$ cat src/hw/rtl/dsp_pkg.sv
`timescale 1ns / 1ps
`default_nettype none
package dsp_pkg;
    localparam int Nodes    = 16;
    localparam int MaxEdges = 64;
    localparam int NodeW    = 4;
    localparam int EdgeW    = 6;
    localparam int CountW   = 7;
    localparam int WtW      = 16;
    localparam int DistW    = 20;
    localparam logic [DistW-1:0] DistMax = '1;

    localparam logic OpAdd = 1'b0;
    localparam logic OpRun = 1'b1;

    typedef struct packed {
        logic             op;
        logic [NodeW-1:0] from_node;
        logic [NodeW-1:0] to_node;
        logic             one_way;
        logic [WtW-1:0]   edge_weight;
        logic [NodeW-1:0] start_node;
    } t_in_item;

    typedef struct packed {
        logic [NodeW-1:0] node_index;
        logic [DistW-1:0] distance;
        logic             reachable;
        logic             status;
        logic             last;
    } t_out_item;

    // Command handed from the front part to the back part.
    typedef struct packed {
        logic             run;
        logic             full;
        logic             one_way;
        logic [NodeW-1:0] from_node;
        logic [NodeW-1:0] to_node;
        logic [WtW-1:0]   edge_weight;
        logic [NodeW-1:0] start_node;
    } t_cmd;
endpackage
`default_nettype wire

$ cat src/hw/rtl/dsp_front.sv
`timescale 1ns / 1ps
`default_nettype none
module dsp_front (
    input  wire logic          i_clk,
    input  wire logic          i_rst_n,
    input  wire logic          i_push,
    output logic               o_full,
    input  wire dsp_pkg::t_in_item i_item,
    output logic               o_cmd_valid,
    output dsp_pkg::t_cmd      o_cmd,
    input  wire logic          i_cmd_take
);
    import dsp_pkg::*;

    // Two-entry command queue.
    t_cmd r_q [2];
    logic r_wp, r_rp;
    logic [1:0] r_cnt;
    logic [CountW-1:0] r_used;
    logic [CountW-1:0] n_need;
    logic acc, fits;
    t_cmd cmd;

    assign o_full      = (r_cnt == 2'd2);
    assign acc         = i_push && !o_full;
    assign o_cmd_valid = (r_cnt != 2'd0);
    assign o_cmd       = r_q[r_rp];

    // Classify: the front keeps its own count of table entries in use.
    always_comb begin
        n_need = i_item.one_way ? CountW'(1) : CountW'(2);
        fits   = ({1'b0, r_used} + {1'b0, n_need}) <= (CountW+1)'(MaxEdges);
        cmd.run         = (i_item.op == OpRun);
        cmd.full        = !fits;
        cmd.one_way     = i_item.one_way;
        cmd.from_node   = i_item.from_node;
        cmd.to_node     = i_item.to_node;
        cmd.edge_weight = i_item.edge_weight;
        cmd.start_node  = i_item.start_node;
    end

    always_ff @(posedge i_clk) begin
        if (acc) begin
            r_q[r_wp] <= cmd;
        end
        if (!i_rst_n) begin
            r_wp <= 1'b0; r_rp <= 1'b0; r_cnt <= 2'd0; r_used <= '0;
        end else begin
            if (acc) begin
                r_wp <= ~r_wp;
                if (!cmd.run && fits) r_used <= r_used + n_need;
            end
            if (i_cmd_take && o_cmd_valid) r_rp <= ~r_rp;
            r_cnt <= r_cnt + {1'b0, acc} - {1'b0, i_cmd_take && o_cmd_valid};
        end
    end

    a_used_bound: assert property (@(posedge i_clk) disable iff (!i_rst_n)
        r_used <= CountW'(MaxEdges)) else $error("edge count overflow");
    a_cnt_bound: assert property (@(posedge i_clk) disable iff (!i_rst_n)
        r_cnt <= 2'd2) else $error("queue count overflow");
    a_no_take_empty: assert property (@(posedge i_clk) disable iff (!i_rst_n)
        r_cnt == 2'd0 |-> !o_cmd_valid) else $error("take from empty queue");
endmodule
`default_nettype wire

$ cat src/hw/rtl/dsp_back.sv
`timescale 1ns / 1ps
`default_nettype none
module dsp_back (
    input  wire logic          i_clk,
    input  wire logic          i_rst_n,
    input  wire logic          i_cmd_valid,
    input  wire dsp_pkg::t_cmd i_cmd,
    output logic               o_cmd_take,
    output logic               o_empty,
    output dsp_pkg::t_out_item o_item,
    input  wire logic          i_pop
);
    import dsp_pkg::*;

    typedef enum logic [7:0] {
        S_IDLE  = 8'b0000_0001,
        S_ADD2  = 8'b0000_0010,
        S_SCAN  = 8'b0000_0100,
        S_PICK  = 8'b0000_1000,
        S_EDGE  = 8'b0001_0000,
        S_RELAX = 8'b0010_0000,
        S_EMIT  = 8'b0100_0000,
        S_RESP  = 8'b1000_0000
    } t_state;

    t_state r_st;
    // Edge table memory, one packed word per entry.
    logic [2*NodeW+WtW-1:0] r_mem [MaxEdges];
    logic [2*NodeW+WtW-1:0] r_rd;
    logic [CountW-1:0] r_count;
    t_cmd r_cmd;

    logic [DistW-1:0] r_dist [Nodes];
    logic [Nodes-1:0] r_reach, r_done;
    logic [NodeW-1:0] r_i, r_best;
    logic             r_found;
    logic [CountW-1:0] r_e;
    logic [DistW-1:0] r_bdist;
    t_out_item r_out;
    logic      r_ov;

    logic [NodeW-1:0] rd_src, rd_dst;
    logic [WtW-1:0]   rd_wt;
    logic [DistW:0]   sum;
    logic [DistW-1:0] nd;
    logic             cand, out_free, load_out;

    assign o_empty    = !r_ov;
    assign o_item     = r_out;
    assign out_free   = !r_ov || i_pop;
    assign o_cmd_take = (r_st == S_IDLE) && i_cmd_valid;
    assign load_out   = ((r_st == S_RESP) || (r_st == S_EMIT)) && out_free;

    assign {rd_src, rd_dst, rd_wt} = r_rd;
    assign sum  = {1'b0, r_bdist} + (DistW+1)'(rd_wt);
    assign nd   = sum[DistW] ? DistMax : sum[DistW-1:0];
    assign cand = r_reach[r_i] && !r_done[r_i] &&
                  (!r_found || r_dist[r_i] < r_dist[r_best]);

    always_ff @(posedge i_clk) begin
        r_rd <= r_mem[r_e[EdgeW-1:0]];
        if (r_st == S_IDLE && i_cmd_valid && !i_cmd.run && !i_cmd.full) begin
            r_mem[r_count[EdgeW-1:0]] <= {i_cmd.from_node, i_cmd.to_node,
                                          i_cmd.edge_weight};
        end else if (r_st == S_ADD2) begin
            r_mem[r_count[EdgeW-1:0]] <= {r_cmd.to_node, r_cmd.from_node,
                                          r_cmd.edge_weight};
        end
        if (!i_rst_n) begin
            r_st <= S_IDLE; r_count <= '0; r_ov <= 1'b0;
            r_reach <= '0; r_done <= '0;
        end else begin
            // The output register fills on a load and drains on a pop.
            if (load_out) begin
                r_ov <= 1'b1;
            end else if (i_pop && r_ov) begin
                r_ov <= 1'b0;
            end
            unique case (r_st)
                S_IDLE: begin
                    if (i_cmd_valid) begin
                        r_cmd <= i_cmd;
                        if (i_cmd.run) begin
                            r_reach <= (32'(i_cmd.start_node) < Nodes) ?
                                       (Nodes'(1) << i_cmd.start_node) : '0;
                            r_done  <= '0;
                            r_i     <= '0;
                            r_found <= 1'b0;
                            if (32'(i_cmd.start_node) < Nodes) begin
                                r_dist[i_cmd.start_node]  <= '0;
                            end
                            r_st <= S_SCAN;
                        end else if (!i_cmd.full) begin
                            r_count <= r_count + CountW'(1);
                            r_st <= i_cmd.one_way ? S_RESP : S_ADD2;
                        end else begin
                            r_st <= S_RESP;
                        end
                    end
                end
                S_ADD2: begin
                    r_count <= r_count + CountW'(1);
                    r_st <= S_RESP;
                end
                S_RESP: begin
                    if (out_free) begin
                        r_out <= '{node_index: '0, distance: '0, reachable: 1'b0,
                                   status: r_cmd.full, last: 1'b1};
                        r_st <= S_IDLE;
                    end
                end
                // Sweep for the unvisited reached node of least distance.
                S_SCAN: begin
                    if (cand) begin
                        r_best <= r_i; r_found <= 1'b1;
                    end
                    r_i <= r_i + NodeW'(1);
                    if (r_i == NodeW'(Nodes-1)) r_st <= S_PICK;
                end
                S_PICK: begin
                    r_i <= '0;
                    if (!r_found) begin
                        r_st <= S_EMIT;
                    end else begin
                        r_done[r_best] <= 1'b1;
                        r_bdist <= r_dist[r_best];
                        r_e <= '0;
                        r_st <= S_EDGE;
                    end
                end
                // Memory read latency stage.
                S_EDGE: begin
                    r_st <= (r_e < r_count) ? S_RELAX : S_SCAN;
                    r_found <= 1'b0;
                end
                S_RELAX: begin
                    if (rd_src == r_best && 32'(rd_dst) < Nodes &&
                        (!r_reach[rd_dst] || nd < r_dist[rd_dst])) begin
                        r_dist[rd_dst]  <= nd;
                        r_reach[rd_dst] <= 1'b1;
                    end
                    r_e <= r_e + CountW'(1);
                    r_st <= S_EDGE;
                end
                S_EMIT: begin
                    if (out_free) begin
                        r_out <= '{node_index: r_i,
                                   distance: r_reach[r_i] ? r_dist[r_i] : '0,
                                   reachable: r_reach[r_i], status: 1'b0,
                                   last: r_i == NodeW'(Nodes-1)};
                        r_i <= r_i + NodeW'(1);
                        if (r_i == NodeW'(Nodes-1)) r_st <= S_IDLE;
                    end
                end
                default: r_st <= S_IDLE;
            endcase
        end
    end

    a_count_bound: assert property (@(posedge i_clk) disable iff (!i_rst_n)
        r_count <= CountW'(MaxEdges)) else $error("table count overflow");
    a_take_idle: assert property (@(posedge i_clk) disable iff (!i_rst_n)
        o_cmd_take |-> r_st == S_IDLE) else $error("command taken while busy");
    a_out_hold: assert property (@(posedge i_clk) disable iff (!i_rst_n)
        r_ov && !i_pop |=> r_ov && $stable(r_out))
        else $error("waiting result changed");
endmodule
`default_nettype wire

$ cat src/hw/rtl/dijkstra_shortest_paths.sv
`timescale 1ns / 1ps
`default_nettype none
// Shortest-path engine over a 64-entry edge table and 16 nodes. An add-edge
// item yields one result, also when the reverse edge is stored too; a run
// yields 16 results, and its time is set by the node scan sweep and the walk
// of the edge memory, plus any time the receiver holds off a waiting result.
// A two-entry command queue lets items be pushed while a run is in progress.
module dijkstra_shortest_paths (
    input  wire logic              i_clk,
    input  wire logic              i_rst_n,
    input  wire logic              i_push,
    output logic                   o_full,
    input  wire dsp_pkg::t_in_item i_item,
    output logic                   o_empty,
    input  wire logic              i_pop,
    output dsp_pkg::t_out_item     o_item
);
    import dsp_pkg::*;

    logic cmd_valid, cmd_take;
    t_cmd cmd;

    dsp_front u_front (
        .i_clk, .i_rst_n, .i_push, .o_full, .i_item,
        .o_cmd_valid(cmd_valid), .o_cmd(cmd), .i_cmd_take(cmd_take)
    );

    dsp_back u_back (
        .i_clk, .i_rst_n, .i_cmd_valid(cmd_valid), .i_cmd(cmd),
        .o_cmd_take(cmd_take), .o_empty, .o_item, .i_pop
    );
endmodule
`default_nettype wire
$ cat config.mk
export PLATFORM = sky130hd
export DESIGN_NAME = dijkstra_shortest_paths
export DESIGN_NICKNAME = d
export VERILOG_FILES = /design/src/hw/rtl/dsp_pkg.sv /design/src/hw/rtl/dsp_front.sv /design/src/hw/rtl/dsp_back.sv /design/src/hw/rtl/dijkstra_shortest_paths.sv
export SDC_FILE = /design/constraint.sdc
export NUM_CORES = 2
export LEC_CHECK = 0
export ABC_AREA = 0
export ABC_CLOCK_PERIOD_IN_PS = 7470
export BUFFER_PORTS_ARGS = -buffer_cell sky130_fd_sc_hd__buf_2
export CORE_UTILIZATION = 40
export CTS_BUF_LIST = sky130_fd_sc_hd__clkbuf_8
export DETAILED_ROUTE_END_ITERATION = 8
export RECOVER_POWER = 25
export SLEW_MARGIN = 40
export SYNTH_ARGS = -nofsm -noshare
export SYNTH_HDL_FRONTEND = slang
export SYNTH_SLANG_ARGS = --single-unit
$ cat constraint.sdc
create_clock -name i_clk -period 7.47 [get_ports i_clk]
set_input_delay 1.494 -clock i_clk [delete_from_list [all_inputs] [get_ports i_clk]]
set_output_delay 1.494 -clock i_clk [all_outputs]
set_load 0.03 [all_outputs]
==> metrics.yaml <==
synth_area_sq_um: 87300
cts.sinks: 2098
ys.flop_type: "edfxtp_1"
grt_pass1_vias: 45400
clk_pin_slew_worst_paths_ns: 0.06
grt_overflow_total: 0
seqCellArea_sq_um: 62100
yosysMostFrequentCell: "edfxtp_1"
yosysWarnings: 0
post_cts.repair.setup_buffers: 0
use_met3_pct: 4.02
critical_path_arrival_ns: 7.24
clock_path_buffers: 4
multi_input_area_sq_um: 24700
synth_fa_ha_area_share_pct: 1.01
die_w_um: 469
coreArea_sq_um: 217000
setup_slack_ns: 0.932
drive_gt1_share_pct: 34.4
crit_path_end_kind: "flip-flop"
failed_checks: "max-capacitance violations, max-slew violations"
start_util_pct: 40.2
dieArea_sq_um: 220000
synthSimpleGateAreaFrac_pct: 2.46
hp-start: "u_back.r_done[9]$_SDFFE_PN0P_"
holdWs_ns: 0.448
clock_latency_ns: 1.03
grt_max_degree: 132
synth.avg_cell_area_sq_um: 21.5
slew_violations: 1749
power.density_nw_per_um2: 260
startpoint_type: "flip-flop"
vias_per_cell: 5.89
ys_async_sr_fraction_pct: 0
pin_count: 63
cts_buffers: 352
drt_pass1_iterations: 7
synthXorXnorAreaFrac_pct: 0.432
antenna_left: 0
p_leak_nw: 30.8
syn2layout_area_growth_pct: 14.9
num_rows: 171
gp_congestion: 0.849
synth_top_family_by_area: "multiplexers"
finalWirelength_mm: 230
synth_cell_types: 78
holdPathEnd: "u_back.r_done[9]$_SDFFE_PN0P_"
hpwl_mm: 143
worst_r2r_endpoint: "u_back.r_best[1]$_DFFE_PP_"
fmax_mhz: 153
fin_crit_ns: 6.54
synth_edf_count: 2006
cts_tree: "yes"
skew_ns: 0.0702
fin_setup_tns_ns: 0
cts_root_buf: "clkbuf_8"
antenna_found_initial: 19
ys_seq_elements: 2098
timing.final.hold_violations: 0
die_h_um: 469
grt_pass1_wl_mm: 329
fillers: 18000
io_buffers: 62
wire_per_inst_um: 30.3
cts_repair_resize_count: 0
required_ns: 8.18
fin_crit_sh_pct: 87.5
critPathMaxFanout: 46
grt_util_met1_pct: 29.7
grt.busiest_layer: "met2"
drc: 0
synth_top_area_share_pct: 69.0
synth_area_leader_cell: "edfxtp_1"
grt_util_met2_pct: 33.4
synth_compound_area_share_pct: 1.59
path_class: "flip-flop to flip-flop"
setup_violations: 0
vdd_ir_drop_max_mv: 0.202
reg2reg_depth: 12
muxShareOfSynthArea_pct: 21.9
outcome: "complete, but fails checks"
drtIter0Drc: 5399
layout.nets: 4569
synth_seq_area_share_pct: 71.1
drv_cap: 32
maxSlewHeadroom_pct: -128
syn_inst: 4062
holdPathStages: 2
tightestPinTransition_ns: 3.42
vias: 44700
rsz0062_at_grt: "no"
syn_nets: 4165
rrSetupSlack_ns: 0.93
ctsHtreeMaxLevel: 5
grt.total_usage_pct: 21.0
ctsHoldBuffers: 0
dp_slack_ns: 1.22
synth_area_leaders: "edfxtp_1, mux4_2, dfxtp_1"
hold_class: "flip-flop to flip-flop"
ys_top_cells_by_count: "edfxtp_1, mux4_2, nor2_1"
cell type report:
type                       instances  area share [%]
clock buffer                     362            4.97
clock inverter                   246            1.25
timing repair buffer             280            3.31
multi-input combinational       1653            24.6
sequential                      2098            61.9
antenna                           15          0.0374
tap                             2854            3.56
inverter                          81           0.303
state kept, by name, indices dropped and copies added, names as in the netlist, 2 cells and up, named ones only:
name and flops:
u_back.o_item 27, u_back.r_bdist 20, u_back.r_best 4, u_back.r_cmd 25, u_back.r_count 7, u_back.r_dist 320, u_back.r_done 16, u_back.r_e 7
u_back.r_i 4, u_back.r_mem 1536, u_back.r_rd 24, u_back.r_reach 16, u_back.r_st 8, u_front.r_cnt 2, u_front.r_q 62, u_front.r_used 7
cell families (layout without fill, tap and decap cells):
kind of cell / after synthesis / in the layout
AO/OA/AOI/OAI: 212 / 212
buffers and inverters: 311 / 969
AND/OR/NAND/NOR: 448 / 448
flip-flops: 2098 / 2098
other: 0 / 15
XOR/XNOR: 43 / 43
adder cells (fa/ha/maj): 69 / 69
multiplexers: 881 / 881
worst max-delay path by stage:
stage | start | endpoint | depth (start not counted)
2_1_floorplan | u_back.r_bdist[0]$_DFFE_PP_ | u_back.r_dist[11][0]$_DFFE_PP_ | 20
3_3_place_gp | u_back.r_bdist[0]$_DFFE_PP_ | u_back.r_dist[2][8]$_DFFE_PP_ | 18
3_5_place_dp | u_back.r_bdist[0]$_DFFE_PP_ | u_back.r_dist[8][15]$_DFFE_PP_ | 18
4_1_cts | u_back.r_bdist[0]$_DFFE_PP_ | u_back.r_dist[12][15]$_DFFE_PP_ | 18
5_1_grt | u_back.r_bdist[0]$_DFFE_PP_ | u_back.r_dist[6][13]$_DFFE_PP_ | 18
6_report | flip-flop | u_back.r_best[1]$_DFFE_PP_ | 12
where the power goes:
| part | internal [mW] | leakage [nW] | switching, mW |
|---|---|---|---|
| Sequential | 13.9 | 18.3 | 0.269 |
| Combinational | 0.754 | 9.05 | 1.84 |
| Clock | 4.76 | 3.51 | 4.54 |
routing by layer:
layer / vias up / wire length (um)
met1: 24300 / 96500
met2: 1902 / 110000
met3: 363 / 17400
met5: - / 55
met4: 8 / 5600
li1: 18200 / -
cells in the final DEF, fill, tap and decap left out, drive strengths merged, types with 9 or more instances in the layout:
master,n
edfxtp,2006
mux4,817
clkbuf,413
buf,229
nor2,171
inv,164
clkinv,144
dfxtp,92
nand2,91
a21oi,80
ha,67
mux2,60
nand3,35
and2,29
xnor2,26
nor2b,22
nor3,19
o21ai,19
nand4,18
xor2,17
diode,15
and3,15
nand2b,12
o22ai,12
a211oi,11
clkinvlp,11
a31oi,10
a21o,9
o21a,9
o31ai,9
o311ai,9
stage by stage:
step | power, mW | instances | utilization, % | instance area (sq um)
4_1_cts | 26.3 | 7572 | 46.2 | 100000
3_5_place_dp | 17.0 | 6964 | 43.4 | 94100
6_report | 26.1 | 7589 | 46.2 | 100000
2_1_floorplan | 15.8 | 4062 | - | 87300
5_1_grt | 27.0 | 7579 | 46.2 | 100000
3_3_place_gp | 16.9 | 6856 | 42.3 | 91800
worst max-delay path, stage by stage, from the launching register on:
cell,delay [ns]
dfxtp_1,1.93
clkbuf_1,1.19
mux4_2,0.43
mux4_2,0.61
inv_1,0.11
ha_1,0.24
nand4_1,0.26
a211oi_1,0.14
nor2_1,0.34
nand4bb_1,0.16
o32ai_2,0.41
nand3_2,0.20
inv_1,0.17
(Power assumes the default switching activity.)
